$ cat src/rtl/psas_pkg.sv
package psas_pkg;

  localparam int MAX_LEN_DEF = 64;
  localparam int BASE_W      = 2;
  localparam int SCORE_W     = 9;
  localparam int SHIFT_W     = 7;
  localparam int POS_SHIFT_W = 6;
  localparam int LEN_W       = 7;
  localparam int WGT_W       = 3;
  localparam int CFG_IDX_W   = 1;
  localparam int CFG_W       = 9;

  localparam logic [CFG_IDX_W-1:0] CFG_SELF_LIMIT = 1'b0;
  localparam logic [CFG_IDX_W-1:0] CFG_END_LIMIT  = 1'b1;

  localparam logic [SCORE_W-1:0] SELF_LIMIT_RST = 9'd20;
  localparam logic [SCORE_W-1:0] END_LIMIT_RST  = 9'd10;

  localparam logic [BASE_W-1:0] BASE_A = 2'd0;
  localparam logic [BASE_W-1:0] BASE_T = 2'd1;
  localparam logic [BASE_W-1:0] BASE_G = 2'd2;
  localparam logic [BASE_W-1:0] BASE_C = 2'd3;

  localparam logic [WGT_W-1:0] WGT_AT = 3'd2;
  localparam logic [WGT_W-1:0] WGT_GC = 3'd4;

  typedef struct packed {
    logic load;
    logic scan_init;
    logic setup;
    logic rd;
    logic acc;
    logic upd;
    logic capture;
  } psas_cmd_t;

  typedef struct packed {
    logic pairs_zero;
    logic last_pair;
    logic last_stretch;
    logic out_busy;
  } psas_sts_t;

  function automatic logic [WGT_W-1:0] pair_weight(logic [BASE_W-1:0] a,
                                                   logic [BASE_W-1:0] b);
    logic [WGT_W-1:0] w;
    w = '0;
    if ((a == BASE_A && b == BASE_T) || (a == BASE_T && b == BASE_A)) w = WGT_AT;
    if ((a == BASE_G && b == BASE_C) || (a == BASE_C && b == BASE_G)) w = WGT_GC;
    return w;
  endfunction

endpackage

$ cat src/rtl/psas_in_if.sv
interface psas_in_if import psas_pkg::*; ();
  logic              valid;
  logic              ready;
  logic [BASE_W-1:0] base;
  logic              last_base;

  modport source (output valid, output base, output last_base, input ready);
  modport sink   (input valid, input base, input last_base, output ready);
endinterface

$ cat src/rtl/psas_out_if.sv
interface psas_out_if import psas_pkg::*; ();
  logic                   valid;
  logic                   ready;
  logic [SCORE_W-1:0]     self_score;
  logic [SHIFT_W-1:0]     self_shift;
  logic [SCORE_W-1:0]     end_score_pos;
  logic [POS_SHIFT_W-1:0] end_shift_pos;
  logic [SCORE_W-1:0]     end_score_neg;
  logic [SHIFT_W-1:0]     end_shift_neg;
  logic                   self_ok;
  logic                   end_ok;
  logic [LEN_W-1:0]       primer_length;
  logic                   too_long;

  modport source (output valid, output self_score, output self_shift,
                  output end_score_pos, output end_shift_pos, output end_score_neg,
                  output end_shift_neg, output self_ok, output end_ok,
                  output primer_length, output too_long, input ready);
  modport sink   (input valid, input self_score, input self_shift,
                  input end_score_pos, input end_shift_pos, input end_score_neg,
                  input end_shift_neg, input self_ok, input end_ok,
                  input primer_length, input too_long, output ready);
endinterface

$ cat src/rtl/psas_ctrl.sv
module psas_ctrl import psas_pkg::*; (
  input  logic      clk,
  input  logic      rst_n,
  input  logic      in_valid,
  input  logic      in_last,
  output logic      in_ready,
  input  psas_sts_t sts,
  output psas_cmd_t cmd
);

  typedef enum logic [2:0] {
    S_LOAD, S_SETUP, S_READ, S_ACC, S_UPD, S_DONE
  } state_t;

  state_t state_r, state_nxt;

  always_comb begin
    state_nxt = state_r;
    cmd       = '0;
    in_ready  = 1'b0;
    case (state_r)
      S_LOAD: begin
        in_ready = 1'b1;
        cmd.load = in_valid;
        if (in_valid && in_last) begin
          cmd.scan_init = 1'b1;
          state_nxt     = S_SETUP;
        end
      end
      S_SETUP: begin
        cmd.setup = 1'b1;
        state_nxt = sts.pairs_zero ? S_UPD : S_READ;
      end
      S_READ: begin
        cmd.rd    = 1'b1;
        state_nxt = S_ACC;
      end
      S_ACC: begin
        cmd.acc   = 1'b1;
        state_nxt = sts.last_pair ? S_UPD : S_READ;
      end
      S_UPD: begin
        cmd.upd   = 1'b1;
        state_nxt = sts.last_stretch ? S_DONE : S_SETUP;
      end
      S_DONE: begin
        if (!sts.out_busy) begin
          cmd.capture = 1'b1;
          state_nxt   = S_LOAD;
        end
      end
      default: state_nxt = S_LOAD;
    endcase
  end

  always_ff @(posedge clk) begin
    if (!rst_n) begin
      state_r <= S_LOAD;
    end else begin
      state_r <= state_nxt;
    end
  end

endmodule

$ cat src/rtl/psas_datapath.sv
module psas_datapath import psas_pkg::*; #(
  parameter int MAX_LEN = MAX_LEN_DEF
) (
  input  logic                 clk,
  input  logic                 rst_n,
  input  psas_cmd_t            cmd,
  output psas_sts_t            sts,
  input  logic [BASE_W-1:0]    in_base,
  input  logic                 cfg_we,
  input  logic [CFG_IDX_W-1:0] cfg_index,
  input  logic [CFG_W-1:0]     cfg_wdata,
  psas_out_if.source           out_if
);

  localparam int AW = $clog2(MAX_LEN);
  localparam int CW = $clog2(MAX_LEN + 1);

  logic [BASE_W-1:0] mem [MAX_LEN];

  logic [CW-1:0]          cnt_r;
  logic                   ovf_r;
  logic [SCORE_W-1:0]     self_lim_r, end_lim_r;
  logic                   suf_r;
  logic [AW-1:0]          start_r;
  logic [CW-1:0]          len_r;
  logic [AW-1:0]          p_r, q_r;
  logic [CW-1:0]          pairs_r;
  logic                   core_r;
  logic [BASE_W-1:0]      rd_a_r, rd_b_r;
  logic [SCORE_W-1:0]     val_r, fold_r;
  logic                   full_r;
  logic [SCORE_W-1:0]     best_self_r, best_pos_r, best_neg_r;
  logic [SHIFT_W-1:0]     self_shift_r, neg_shift_r;
  logic [AW-1:0]          pos_shift_r;
  logic                   out_valid_r;
  logic [SCORE_W-1:0]     o_self_r, o_pos_r, o_neg_r;
  logic [SHIFT_W-1:0]     o_self_shift_r, o_neg_shift_r;
  logic [POS_SHIFT_W-1:0] o_pos_shift_r;
  logic                   o_self_ok_r, o_end_ok_r, o_too_long_r;
  logic [LEN_W-1:0]       o_len_r;

  logic [CW-1:0]      half;
  logic [CW:0]        mid;
  logic [CW:0]        p_init, q_init;
  logic [WGT_W-1:0]   w;
  logic [SCORE_W-1:0] w2;
  logic               nf;
  logic [SHIFT_W-1:0] k_cur;
  logic               first_pre, whole;

  assign half   = len_r >> 1;
  assign mid    = (CW+1)'(start_r) + (CW+1)'(half);
  assign p_init = mid - (CW+1)'(1);
  assign q_init = len_r[0] ? mid + (CW+1)'(1) : mid;
  assign w      = pair_weight(rd_a_r, rd_b_r);
  assign w2     = SCORE_W'({w, 1'b0});
  assign nf     = (val_r != '0) && (w != '0) && full_r;
  assign k_cur  = suf_r ? SHIFT_W'(start_r) : SHIFT_W'(len_r) - SHIFT_W'(cnt_r);
  assign first_pre = !suf_r && (len_r == CW'(1));
  assign whole     = !suf_r && (len_r == cnt_r);

  assign sts.pairs_zero   = (half == '0);
  assign sts.last_pair    = (pairs_r == CW'(1));
  assign sts.last_stretch = (whole && cnt_r == CW'(1)) ||
                            (suf_r && CW'(start_r) == cnt_r - CW'(1));
  assign sts.out_busy     = out_valid_r && !out_if.ready;

  always_ff @(posedge clk) begin
    if (cmd.load && cnt_r < CW'(MAX_LEN)) begin
      mem[cnt_r[AW-1:0]] <= in_base;
    end
    if (cmd.rd) begin
      rd_a_r <= mem[p_r];
      rd_b_r <= mem[q_r];
    end
  end

  always_ff @(posedge clk) begin
    if (!rst_n) begin
      cnt_r       <= '0;
      ovf_r       <= 1'b0;
      self_lim_r  <= SELF_LIMIT_RST;
      end_lim_r   <= END_LIMIT_RST;
      out_valid_r <= 1'b0;
    end else begin
      if (cfg_we) begin
        case (cfg_index)
          CFG_SELF_LIMIT: self_lim_r <= cfg_wdata;
          CFG_END_LIMIT:  end_lim_r  <= cfg_wdata;
          default: ;
        endcase
      end
      if (cmd.load) begin
        if (cnt_r < CW'(MAX_LEN)) begin
          cnt_r <= cnt_r + CW'(1);
        end else begin
          ovf_r <= 1'b1;
        end
      end
      if (out_valid_r && out_if.ready) begin
        out_valid_r <= 1'b0;
      end
      if (cmd.capture) begin
        out_valid_r <= 1'b1;
        cnt_r       <= '0;
        ovf_r       <= 1'b0;
      end
    end
  end

  always_ff @(posedge clk) begin
    if (cmd.scan_init) begin
      suf_r   <= 1'b0;
      start_r <= '0;
      len_r   <= CW'(1);
    end
    if (cmd.setup) begin
      p_r     <= p_init[AW-1:0];
      q_r     <= q_init[AW-1:0];
      pairs_r <= half;
      core_r  <= !len_r[0];
      val_r   <= '0;
      full_r  <= 1'b1;
      fold_r  <= '0;
    end
    if (cmd.acc) begin
      p_r     <= p_r - AW'(1);
      q_r     <= q_r + AW'(1);
      pairs_r <= pairs_r - CW'(1);
      core_r  <= 1'b0;
      fold_r  <= fold_r + w2;
      if (core_r) begin
        val_r  <= w2;
        full_r <= (w != '0);
      end else begin
        full_r <= nf;
        if (nf) begin
          val_r <= val_r + w2;
        end else if (w != '0) begin
          val_r <= val_r + SCORE_W'(w);
        end else begin
          val_r <= '0;
        end
      end
    end
    if (cmd.upd) begin
      if (first_pre || fold_r > best_self_r) begin
        best_self_r  <= fold_r;
        self_shift_r <= k_cur;
      end
      if (!suf_r && (first_pre || val_r > best_neg_r)) begin
        best_neg_r  <= val_r;
        neg_shift_r <= k_cur;
      end
      if (whole || (suf_r && val_r > best_pos_r)) begin
        best_pos_r  <= val_r;
        pos_shift_r <= suf_r ? start_r : '0;
      end
      if (!suf_r && !whole) begin
        len_r <= len_r + CW'(1);
      end else if (whole) begin
        suf_r   <= 1'b1;
        start_r <= AW'(1);
        len_r   <= len_r - CW'(1);
      end else begin
        start_r <= start_r + AW'(1);
        len_r   <= len_r - CW'(1);
      end
    end
    if (cmd.capture) begin
      o_self_r       <= best_self_r;
      o_self_shift_r <= self_shift_r;
      o_pos_r        <= best_pos_r;
      o_pos_shift_r  <= POS_SHIFT_W'(pos_shift_r);
      o_neg_r        <= best_neg_r;
      o_neg_shift_r  <= neg_shift_r;
      o_self_ok_r    <= (best_self_r <= self_lim_r);
      o_end_ok_r     <= (best_pos_r <= end_lim_r) && (best_neg_r <= end_lim_r);
      o_len_r        <= LEN_W'(cnt_r);
      o_too_long_r   <= ovf_r;
    end
  end

  assign out_if.valid         = out_valid_r;
  assign out_if.self_score    = o_self_r;
  assign out_if.self_shift    = o_self_shift_r;
  assign out_if.end_score_pos = o_pos_r;
  assign out_if.end_shift_pos = o_pos_shift_r;
  assign out_if.end_score_neg = o_neg_r;
  assign out_if.end_shift_neg = o_neg_shift_r;
  assign out_if.self_ok       = o_self_ok_r;
  assign out_if.end_ok        = o_end_ok_r;
  assign out_if.primer_length = o_len_r;
  assign out_if.too_long      = o_too_long_r;

endmodule

$ cat src/rtl/primer_self_annealing_scorer_top.sv
// channel  | dir | handshake          | payload
// in_if    | in  | valid/ready        | base, last_base
// out_if   | out | valid/ready        | scores, shifts, ok flags, length, too_long
// cfg      | in  | cfg_we             | cfg_index, cfg_wdata
//
// Bases load one per cycle while loading. After the last base, scoring walks
// every prefix and suffix of the n stored bases: per stretch a setup and an
// update step, per base pair a two-port base store read and an accumulate step.
// No base is taken while scoring runs; the result register holds until taken.
// Reset is synchronous, active low, clears counts and flags and reloads limits.
module primer_self_annealing_scorer_top import psas_pkg::*; #(
  parameter int MAX_LEN = MAX_LEN_DEF
) (
  input  logic                 clk,
  input  logic                 rst_n,
  psas_in_if.sink              in_if,
  psas_out_if.source           out_if,
  input  logic                 cfg_we,
  input  logic [CFG_IDX_W-1:0] cfg_index,
  input  logic [CFG_W-1:0]     cfg_wdata
);

  psas_cmd_t cmd;
  psas_sts_t sts;

  psas_ctrl u_ctrl (
    .clk      (clk),
    .rst_n    (rst_n),
    .in_valid (in_if.valid),
    .in_last  (in_if.last_base),
    .in_ready (in_if.ready),
    .sts      (sts),
    .cmd      (cmd)
  );

  psas_datapath #(.MAX_LEN(MAX_LEN)) u_dp (
    .clk       (clk),
    .rst_n     (rst_n),
    .cmd       (cmd),
    .sts       (sts),
    .in_base   (in_if.base),
    .cfg_we    (cfg_we),
    .cfg_index (cfg_index),
    .cfg_wdata (cfg_wdata),
    .out_if    (out_if)
  );

endmodule
$ cat src/flat_wrapper.sv
// flat-port wrapper written by rule: the top's interface ports become plain ports
module primer_self_annealing_scorer_top_flat import psas_pkg::*;
#(
  parameter int MAX_LEN = MAX_LEN_DEF
)
  (clk, rst_n, cfg_we, cfg_index, cfg_wdata, in_if_valid, in_if_base, in_if_last_base, in_if_ready, out_if_valid, out_if_self_score, out_if_self_shift, out_if_end_score_pos, out_if_end_shift_pos, out_if_end_score_neg, out_if_end_shift_neg, out_if_self_ok, out_if_end_ok, out_if_primer_length, out_if_too_long, out_if_ready);
  psas_in_if in_if_i ();
  psas_out_if out_if_i ();
  input  logic clk;
  input  logic rst_n;
  input  logic cfg_we;
  input  logic [CFG_IDX_W-1:0] cfg_index;
  input  logic [CFG_W-1:0] cfg_wdata;
  input wire logic [$bits(in_if_i.valid)-1:0] in_if_valid;
  input wire logic [$bits(in_if_i.base)-1:0] in_if_base;
  input wire logic [$bits(in_if_i.last_base)-1:0] in_if_last_base;
  output wire logic [$bits(in_if_i.ready)-1:0] in_if_ready;
  output wire logic [$bits(out_if_i.valid)-1:0] out_if_valid;
  output wire logic [$bits(out_if_i.self_score)-1:0] out_if_self_score;
  output wire logic [$bits(out_if_i.self_shift)-1:0] out_if_self_shift;
  output wire logic [$bits(out_if_i.end_score_pos)-1:0] out_if_end_score_pos;
  output wire logic [$bits(out_if_i.end_shift_pos)-1:0] out_if_end_shift_pos;
  output wire logic [$bits(out_if_i.end_score_neg)-1:0] out_if_end_score_neg;
  output wire logic [$bits(out_if_i.end_shift_neg)-1:0] out_if_end_shift_neg;
  output wire logic [$bits(out_if_i.self_ok)-1:0] out_if_self_ok;
  output wire logic [$bits(out_if_i.end_ok)-1:0] out_if_end_ok;
  output wire logic [$bits(out_if_i.primer_length)-1:0] out_if_primer_length;
  output wire logic [$bits(out_if_i.too_long)-1:0] out_if_too_long;
  input wire logic [$bits(out_if_i.ready)-1:0] out_if_ready;
  assign in_if_i.valid = in_if_valid;
  assign in_if_i.base = in_if_base;
  assign in_if_i.last_base = in_if_last_base;
  assign in_if_ready = in_if_i.ready;
  assign out_if_valid = out_if_i.valid;
  assign out_if_self_score = out_if_i.self_score;
  assign out_if_self_shift = out_if_i.self_shift;
  assign out_if_end_score_pos = out_if_i.end_score_pos;
  assign out_if_end_shift_pos = out_if_i.end_shift_pos;
  assign out_if_end_score_neg = out_if_i.end_score_neg;
  assign out_if_end_shift_neg = out_if_i.end_shift_neg;
  assign out_if_self_ok = out_if_i.self_ok;
  assign out_if_end_ok = out_if_i.end_ok;
  assign out_if_primer_length = out_if_i.primer_length;
  assign out_if_too_long = out_if_i.too_long;
  assign out_if_i.ready = out_if_ready;
  primer_self_annealing_scorer_top #(.MAX_LEN(MAX_LEN)) u_core (.clk(clk), .rst_n(rst_n), .in_if(in_if_i), .out_if(out_if_i), .cfg_we(cfg_we), .cfg_index(cfg_index), .cfg_wdata(cfg_wdata));
endmodule
$ cat config.mk
export PLATFORM = sky130hd
export DESIGN_NAME = primer_self_annealing_scorer_top_flat
export DESIGN_NICKNAME = d
export VERILOG_FILES = /design/src/rtl/psas_pkg.sv /design/src/rtl/psas_in_if.sv /design/src/rtl/psas_out_if.sv /design/src/rtl/psas_ctrl.sv /design/src/rtl/psas_datapath.sv /design/src/rtl/primer_self_annealing_scorer_top.sv /design/src/flat_wrapper.sv
export SDC_FILE = /design/constraint.sdc
export NUM_CORES = 1
export LEC_CHECK = 0
export BUFFER_PORTS_ARGS = -buffer_cell sky130_fd_sc_hd__buf_2
export CAP_MARGIN = 10
export CORE_MARGIN = 5
export CORE_UTILIZATION = 50
export DETAILED_ROUTE_END_ITERATION = 8
export PLACE_DENSITY = 0.7
export SETUP_SLACK_MARGIN = 0.2
export SKIP_CTS_REPAIR_TIMING = 1
export SLEW_MARGIN = 20
export SYNTH_ARGS = -nofsm -noshare
export SYNTH_HDL_FRONTEND = slang
export SYNTH_SLANG_ARGS = --single-unit
$ cat constraint.sdc
create_clock -name clk -period 3.4 [get_ports clk]
set_input_delay 0.17 -clock clk [delete_from_list [all_inputs] [get_ports clk]]
set_output_delay 0.17 -clock clk [all_outputs]
set_load 0.05 [all_outputs]
==> results.toml, run 1 <==
[timing]
finalHoldViolCount = 1
fin_skew_ns = 0.0139
final_max_slew_viol_count = 0
setup_violations = 0
rsz0062_at_grt = "no"
worst_pin_slew_ns = 0.883
hold_ws_ns = -0.00117
fmaxAchievable_mhz = 349
period_share_pct = 84.3
finalCriticalPeriod_ns = 2.87
slew-limit-headroom_pct = 40.3
tns_ns = 0

[worst_setup_path]
critPathKind = "reg -> reg"
critical_path_depth = 8
arrival_ns = 3.25
worst-r2r-setup-slack_ns = 0.53
required_ns = 3.79
critPathMaxStageDelay_ns = 0.59
crit_path_end_kind = "register"
crit_chain = "inv_1 -> ha_1 -> and4_1 -> a41oi_1 -> nor3_1 -> a21oi_1 -> a31oi_1 -> dlygate4sd3_1"
cp_num_buf_inv = 2
critPathLaunchType = "register"
cp_slowest_cell = "a41oi_1"
worstSetupEndpoint = "u_core.u_dp.start_r[0]$_DFF_P_"
cp_top_family = "compound AO/OA/AOI/OAI gates"
critPathLaunch = "u_core.u_dp.cnt_r[3]$_SDFFE_PP0P_"
reg2regPathDepth = 8
r2r_start = "u_core.u_dp.cnt_r[3]$_SDFFE_PP0P_"
r2r_end = "u_core.u_dp.start_r[0]$_DFF_P_"
worstPathMaxFanout = 11

[final_layout]
layout.nets = 1391
drive_above_1_share_pct = 16.5
n_fill_cell = 2522
final_cell_count_no_fill = 1710
diodes = 0
area_growth_syn_to_layout_pct = 13.6
post-route-cell-area_um2 = 17800

[routing]
drc = 0
drt_iter0_markers = 759
dr.pass1.iters = 5
routed_wl_mm = 34.5
viasPerCell = 5.81
vias = 9943
wire_per_inst_um = 20.2
drtAntennaViolNets = 0

[cts]
clkSinkCount = 313
clk_pin_slew_ns = 0.07
insertion_delay_ns = 0.50
numCtsBuffers = 34
cts_tree = "yes"
cts-htree-levels = 2
cts_buffer_depth = 3
cts-root-buf = "clkbuf_16"

[grt]
grt_max_degree = 65
antenna_found_initial = 0
grt_pass1_wl_mm = 54.5
grt_pass1_vias = 10100
grtUsageTotal_pct = 19.3
grt_use_met3_pct = 3.47
grt_util_met1_pct = 25.6
overflow = 0
top_usage_layer = "met2"
use_met2_pct = 32.7

[synthesis]
synth_top_area_share_pct = 52.8
syn_avg_cell_area_um2 = 13.1
ys_ff_latch = 313
synthArstFlopShare_pct = 0
synth_ff_type = "edfxtp_1"
yosys_warnings = 0
synthTopCellsByArea = "edfxtp_1 53%, mux4_2 8.2%, ha_1 6.3%"
synthCells = 1197
yosysTopAreaCell = "edfxtp_1"
synth_cell_types = 67
seq_area_frac_synth_pct = 57.6
syn_area_um2 = 15700
synth_edf_count = 275

[job]
max_cap_viol_count = 0

[pwr]
power.leakage_nw = 6.46
powerDensity_nw_per_um2 = 491
ir_drop_mv = 0.452
fin_total_pwr_mw = 8.73

[floorplan]
coreArea_um2 = 30700
dieArea_um2 = 34900
pin_count = 77
die-height_um = 187
initial_core_util_pct = 50.9
fp-row-count = 64
die_x_um = 187

[placed_design]
dpl.hpwl_mm = 24.0
gp_congestion = 0.898
port_buffers = 74
place_inst = 1638
placed_cell_area_um2 = 16500

[hold_path]
hp-class = "in -> reg"

[outcome]
run_status = "finished with violations"
failed_checks = "hold timing"
## metrics by stage
stage	setup WS (ns)	util, %
2_1_floorplan	0.564	-
3_3_place_gp	0.675	53.6
3_5_place_dp	0.642	53.6
4_1_cts	0.650	57.4
5_1_grt	0.401	57.8
6_report	0.534	57.8
## area by class of cell
| class | instances | area [um2] | share of cell area [%] |
|---|---|---|---|
| Timing Repair Buffer | 107 | 688 | 3.87 |
| Clock buffer | 44 | 983 | 5.53 |
| Tap cell | 396 | 495 | 2.79 |
| Multi-Input combinational cell | 761 | 6130 | 34.5 |
| Sequential cell | 313 | 9020 | 50.7 |
| Clock inverter | 17 | 191 | 1.08 |
| Inverter | 72 | 270 | 1.52 |
## cells by family after synthesis
logic type,count (synthesis),synth area share [%]
adder cells (fa/ha/maj),84,6.95
XOR/XNOR,56,3.13
flip-flops,313,57.6
buffers and inverters,124,3.30
multiplexers,93,11.1
AND/OR/NAND/NOR,343,10.3
other,1,0.0240
AO/OA/AOI/OAI,183,7.62
## layout by cell type, fill, tap and decap left out, drive strengths merged, types with 4 or more instances in the layout
master	synthesis	routed
fa	5	5
inv	70	72
clkinv	2	11
o21bai	4	4
xnor2	34	34
nor2	120	120
o21ai	45	45
and2	9	9
nor4b	4	4
o21a	7	7
a21boi	18	18
o22ai	4	4
edfxtp	275	275
nand2	89	89
nor3	10	10
and3	9	9
mux2	5	5
nor4	4	4
o211ai	4	4
bufinv	0	4
a31oi	9	9
nor3b	5	5
nand3	33	33
a21oi	35	35
ha	79	79
nand2b	8	8
o31ai	8	8
dlygate4sd3	0	11
buf	23	96
clkbuf	29	44
or3	7	7
dfxtp	38	38
mux4	62	62
a21o	11	11
nand4	14	14
a211oi	13	13
xor2	22	22
mux2i	26	26
nor2b	22	22
## sequential cells by signal, indices dropped and copies added (netlist names), 9 cells and up
| name | count |
|---|---|
| u_core.u_dp.out_if.end_score_neg | 9 |
| u_core.u_dp.best_neg_r | 9 |
| u_core.u_dp.best_pos_r | 9 |
| u_core.u_dp.val_r | 9 |
| u_core.u_dp.self_lim_r | 9 |
| u_core.u_dp.mem | 128 |
| u_core.u_dp.out_if.end_score_pos | 9 |
| u_core.u_dp.end_lim_r | 9 |
## worst min path at each step
stage,startpoint,endpoint,slack (ns),depth (start not counted)
after global routing,in_if_valid,u_core.u_dp.ovf_r$_SDFFE_PP0P_,0.01,3
after CTS,cfg_wdata[4],u_core.u_dp.self_lim_r[4]$_SDFFE_PN1P_,-0.09,3
after detailed placement,u_core.u_dp.neg_shift_r[1]$_DFFE_PP_,u_core.u_dp.out_if.end_shift_neg[1]$_DFFE_PP_,0.41,0
after global placement,u_core.u_dp.pos_shift_r[2]$_SDFFCE_PN0P_,u_core.u_dp.out_if.end_shift_pos[2]$_DFFE_PP_,0.40,0
final,in_if_valid,u_core.u_dp.ovf_r$_SDFFE_PP0P_,-0.001,3
after floorplan,in_if_base[0],u_core.u_dp.mem[0][0]$_DFFE_PP_,0.27,0
## synthesized netlist by cell type, drive strengths merged (10+ instances only)
| master | n |
|---|---|
| mux4 | 62 |
| inv | 70 |
| ha | 79 |
| edfxtp | 275 |
| buf | 23 |
| dfxtp | 38 |
| nand3 | 33 |
| xor2 | 22 |
| a211oi | 13 |
| a21o | 11 |
| o21ai | 45 |
| xnor2 | 34 |
| clkbuf | 29 |
| nand2 | 89 |
| nand4 | 14 |
| a21oi | 35 |
| nor2b | 22 |
| nor2 | 120 |
| a21boi | 18 |
| mux2i | 26 |
| nor3 | 10 |
## worst reg2reg max path, cell delays in order, from the launching register on
cell           delay [ns]
dfxtp_1              0.51
inv_1                0.20
ha_1                 0.36
and4_1               0.20
a41oi_1              0.59
nor3_1               0.12
a21oi_1              0.16
a31oi_1              0.05
dlygate4sd3_1        0.56
## report_power, final
part | internal [mW] | switching (mW) | leakage [nW]
Clock | 2.35 | 1.48 | 0.575
Combinational | 0.256 | 0.333 | 3.10
Sequential | 4.22 | 0.0804 | 2.78
## per-layer routing
metal	wire (um)	share of wire [%]	vias to the layer above
li1	-	-	4674
met1	14600	42	4877
met2	16900	49	329
met3	2110	6.1	63
met4	936	2.7	0
met5	0	0	-
Power figures use the tool's default switching activity.
==> inputs of run 2 (changes only) <==
--- a/config.mk
+++ b/config.mk
@@ -10,7 +10,7 @@
 export CORE_MARGIN = 5
 export CORE_UTILIZATION = 50
 export DETAILED_ROUTE_END_ITERATION = 8
-export PLACE_DENSITY = 0.7
+export PLACE_DENSITY = 0.67
 export SETUP_SLACK_MARGIN = 0.2
 export SKIP_CTS_REPAIR_TIMING = 1
 export SLEW_MARGIN = 20
==> constraint.sdc (replaced) <==
create_clock -name clk -period 2.75 [get_ports clk]
set_input_delay 0.1375 -clock clk [delete_from_list [all_inputs] [get_ports clk]]
set_output_delay 0.1375 -clock clk [all_outputs]
set_load 0.05 [all_outputs]
==> run 2 against run 1 <==
The run now ends clean. Die area unchanged. Sequential share of layout area decreased by 1.4 points. Routed wire length increased by 4.8%. Via count increased by 3.3%. Global-route usage increased by 0.76 points. Sequential power increased by 23%. Flip-flop and latch count unchanged. Setup slack got worse by 0.23 ns. First-iteration DRC count decreased by 16%. Final area increased by 2.8%. Hold slack improved by 0.060 ns. Final cell count increased by 2.9%.
==> results.toml, run 2 (synthesis gave the netlist of run 1 again) <==
[timing]
finalCriticalPeriod_ns = 2.45
rsz0062_at_grt = "yes"
hold_ws_ns = 0.0589
period_share_pct = 89.0
fmaxAchievable_mhz = 409
slew-limit-headroom_pct = 51.5
worst_pin_slew_ns = 0.725
setup_violations = 0
finalHoldViolCount = 0
final_max_slew_viol_count = 0
fin_ws_ns = 0.302
tns_ns = 0
fin_skew_ns = 0.00940

[worst_setup_path]
crit_chain = "buf_4 -> ha_1 -> and4_1 -> a41oi_4 -> or3_1 -> o32ai_1 -> xnor2_1 -> nor2_1"
r2r_start = "u_core.u_dp.len_r[2]$_SDFFCE_PN0P_"
crit_path_end_kind = "register"
reg2regPathDepth = 8
worst-r2r-setup-slack_ns = 0.30
cp_slowest_cell = "edfxtp_1"
arrival_ns = 2.71
r2r_end = "u_core.u_dp.len_r[3]$_SDFFCE_PN0P_"
critical_path_depth = 8
required_ns = 3.01
critPathKind = "reg -> reg"
cp_top_family = "simple AND/OR/NAND/NOR gates"
worstPathMaxFanout = 8
critPathMaxStageDelay_ns = 0.46
cp_num_buf_inv = 1
critPathLaunchType = "register"

[pwr]
switching_share_pct = 21.5
power_switching_mw = 2.38
combinationalPowerShare_pct = 7.4
fin_total_pwr_mw = 11.1
powerDensity_nw_per_um2 = 605
internal_power_mw = 8.67
power_frac_clock_pct = 44.7
power.leakage_nw = 6.75
seqPwrFrac_pct = 47.9
ir_drop_mv = 0.720

[cts]
clkSinkCount = 313
cts-htree-levels = 2
cts_buffer_depth = 3
insertion_delay_ns = 0.50
cts-root-buf = "clkbuf_16"
numCtsBuffers = 35
clk_pin_slew_ns = 0.06
cts_tree = "yes"

[placed_design]
dpl.hpwl_mm = 24.8
place_ws_ns = 0.208
port_buffers = 74
placed_cell_area_um2 = 16700
gp_congestion = 0.864
place_inst = 1671

[final_layout]
diodes = 0
post-route-cell-area_um2 = 18300
largest_reg_flops = 128
final_util_pct = 59.4
area_growth_syn_to_layout_pct = 16.7
layout_commonest_cell = "edfxtp_1"
final_cell_count_no_fill = 1759
layout.nets = 1439
final_cell_mix = "275 x edfxtp_1, 119 x nor2_1, 89 x nand2_1, 79 x ha_1, 73 x buf_2"
drive_above_1_share_pct = 20.2

[routing]
routed_wl_mm = 36.2
drt_iter0_markers = 638
viasPerCell = 5.84
dr.pass1.iters = 5
wire_per_inst_um = 20.6
vias = 10300
drtAntennaViolNets = 0
drc = 0

[floorplan]
die_x_um = 187
die-height_um = 187
initial_core_util_pct = 50.9
coreArea_um2 = 30700
fp-row-count = 64
dieArea_um2 = 34900
pin_count = 77

[grt]
grt_max_degree = 65
grtUsageTotal_pct = 20.0
grt_pass1_vias = 10300
overflow = 0
grt_pass1_wl_mm = 56.3
antenna_found_initial = 0

[hold_path]
hold_end = "u_core.u_dp.self_lim_r[4]$_SDFFE_PN1P_"
holdPathStages = 2
hold_start = "rst_n"
hp-class = "in -> reg"

[job]
max_cap_viol_count = 0

[outcome]
run_status = "finished, final reports clean"
-- run 2: how the worst max path moves through the flow --
| stage | from | end | slack [ns] |
|---|---|---|---|
| after global placement | u_core.u_dp.q_r[1]$_DFFE_PP_ | u_core.u_dp.rd_b_r[0]$_DFFE_PP_ | 0.26 |
| after detailed placement | u_core.u_dp.q_r[1]$_DFFE_PP_ | u_core.u_dp.rd_b_r[0]$_DFFE_PP_ | 0.21 |
| final | u_core.u_dp.len_r[2]$_SDFFCE_PN0P_ | u_core.u_dp.len_r[3]$_SDFFCE_PN0P_ | 0.30 |
| after floorplan | u_core.u_ctrl.state_r[0]$_SDFFE_PN0P_ | u_core.u_dp.p_r[5]$_DFFE_PP_ | -0.08 |
| after global routing | u_core.u_dp.rd_a_r[0]$_DFFE_PP_ | u_core.u_dp.val_r[3]$_SDFFCE_PN0P_ | 0.09 |
| after CTS | u_core.u_dp.q_r[1]$_DFFE_PP_ | u_core.u_dp.rd_b_r[0]$_DFFE_PP_ | 0.19 |
-- run 2: layer usage --
metal	track usage [%]	part of all wire, %
met3	3.73	5.4
met1	25.6	41
met5	0	0
met4	7.20	3.7
met2	34.5	50
-- run 2: worst reg2reg max path: cells and delay by family (launching register included) --
family / cells / cell delay (ns)
AO/OA/AOI/OAI: 2 / 0.36
adder cells (fa/ha/maj): 1 / 0.33
flip-flops: 1 / 0.46
AND/OR/NAND/NOR: 3 / 0.70
XOR/XNOR: 1 / 0.16
buffers and inverters: 1 / 0.19
-- run 2: layout make-up --
cell class	count	area [um2]
fill	2467	12500
clock inverter	16	214
inverter	72	270
multi-input combinational	761	6180
tap	396	495
clock buffer	47	1020
timing repair buffer	154	1070
sequential	313	9020
-- run 2: power by group through the flow --
stage               sequential (mW)  clock (mW)  combinational, mW
floorplan                      5.37           0              0.543
CTS                            5.30        5.03              0.772
global placement               5.40           0              0.754
detailed placement             5.40           0              0.765
global route                   5.30        5.22              0.904
finish                         5.29        4.94              0.821
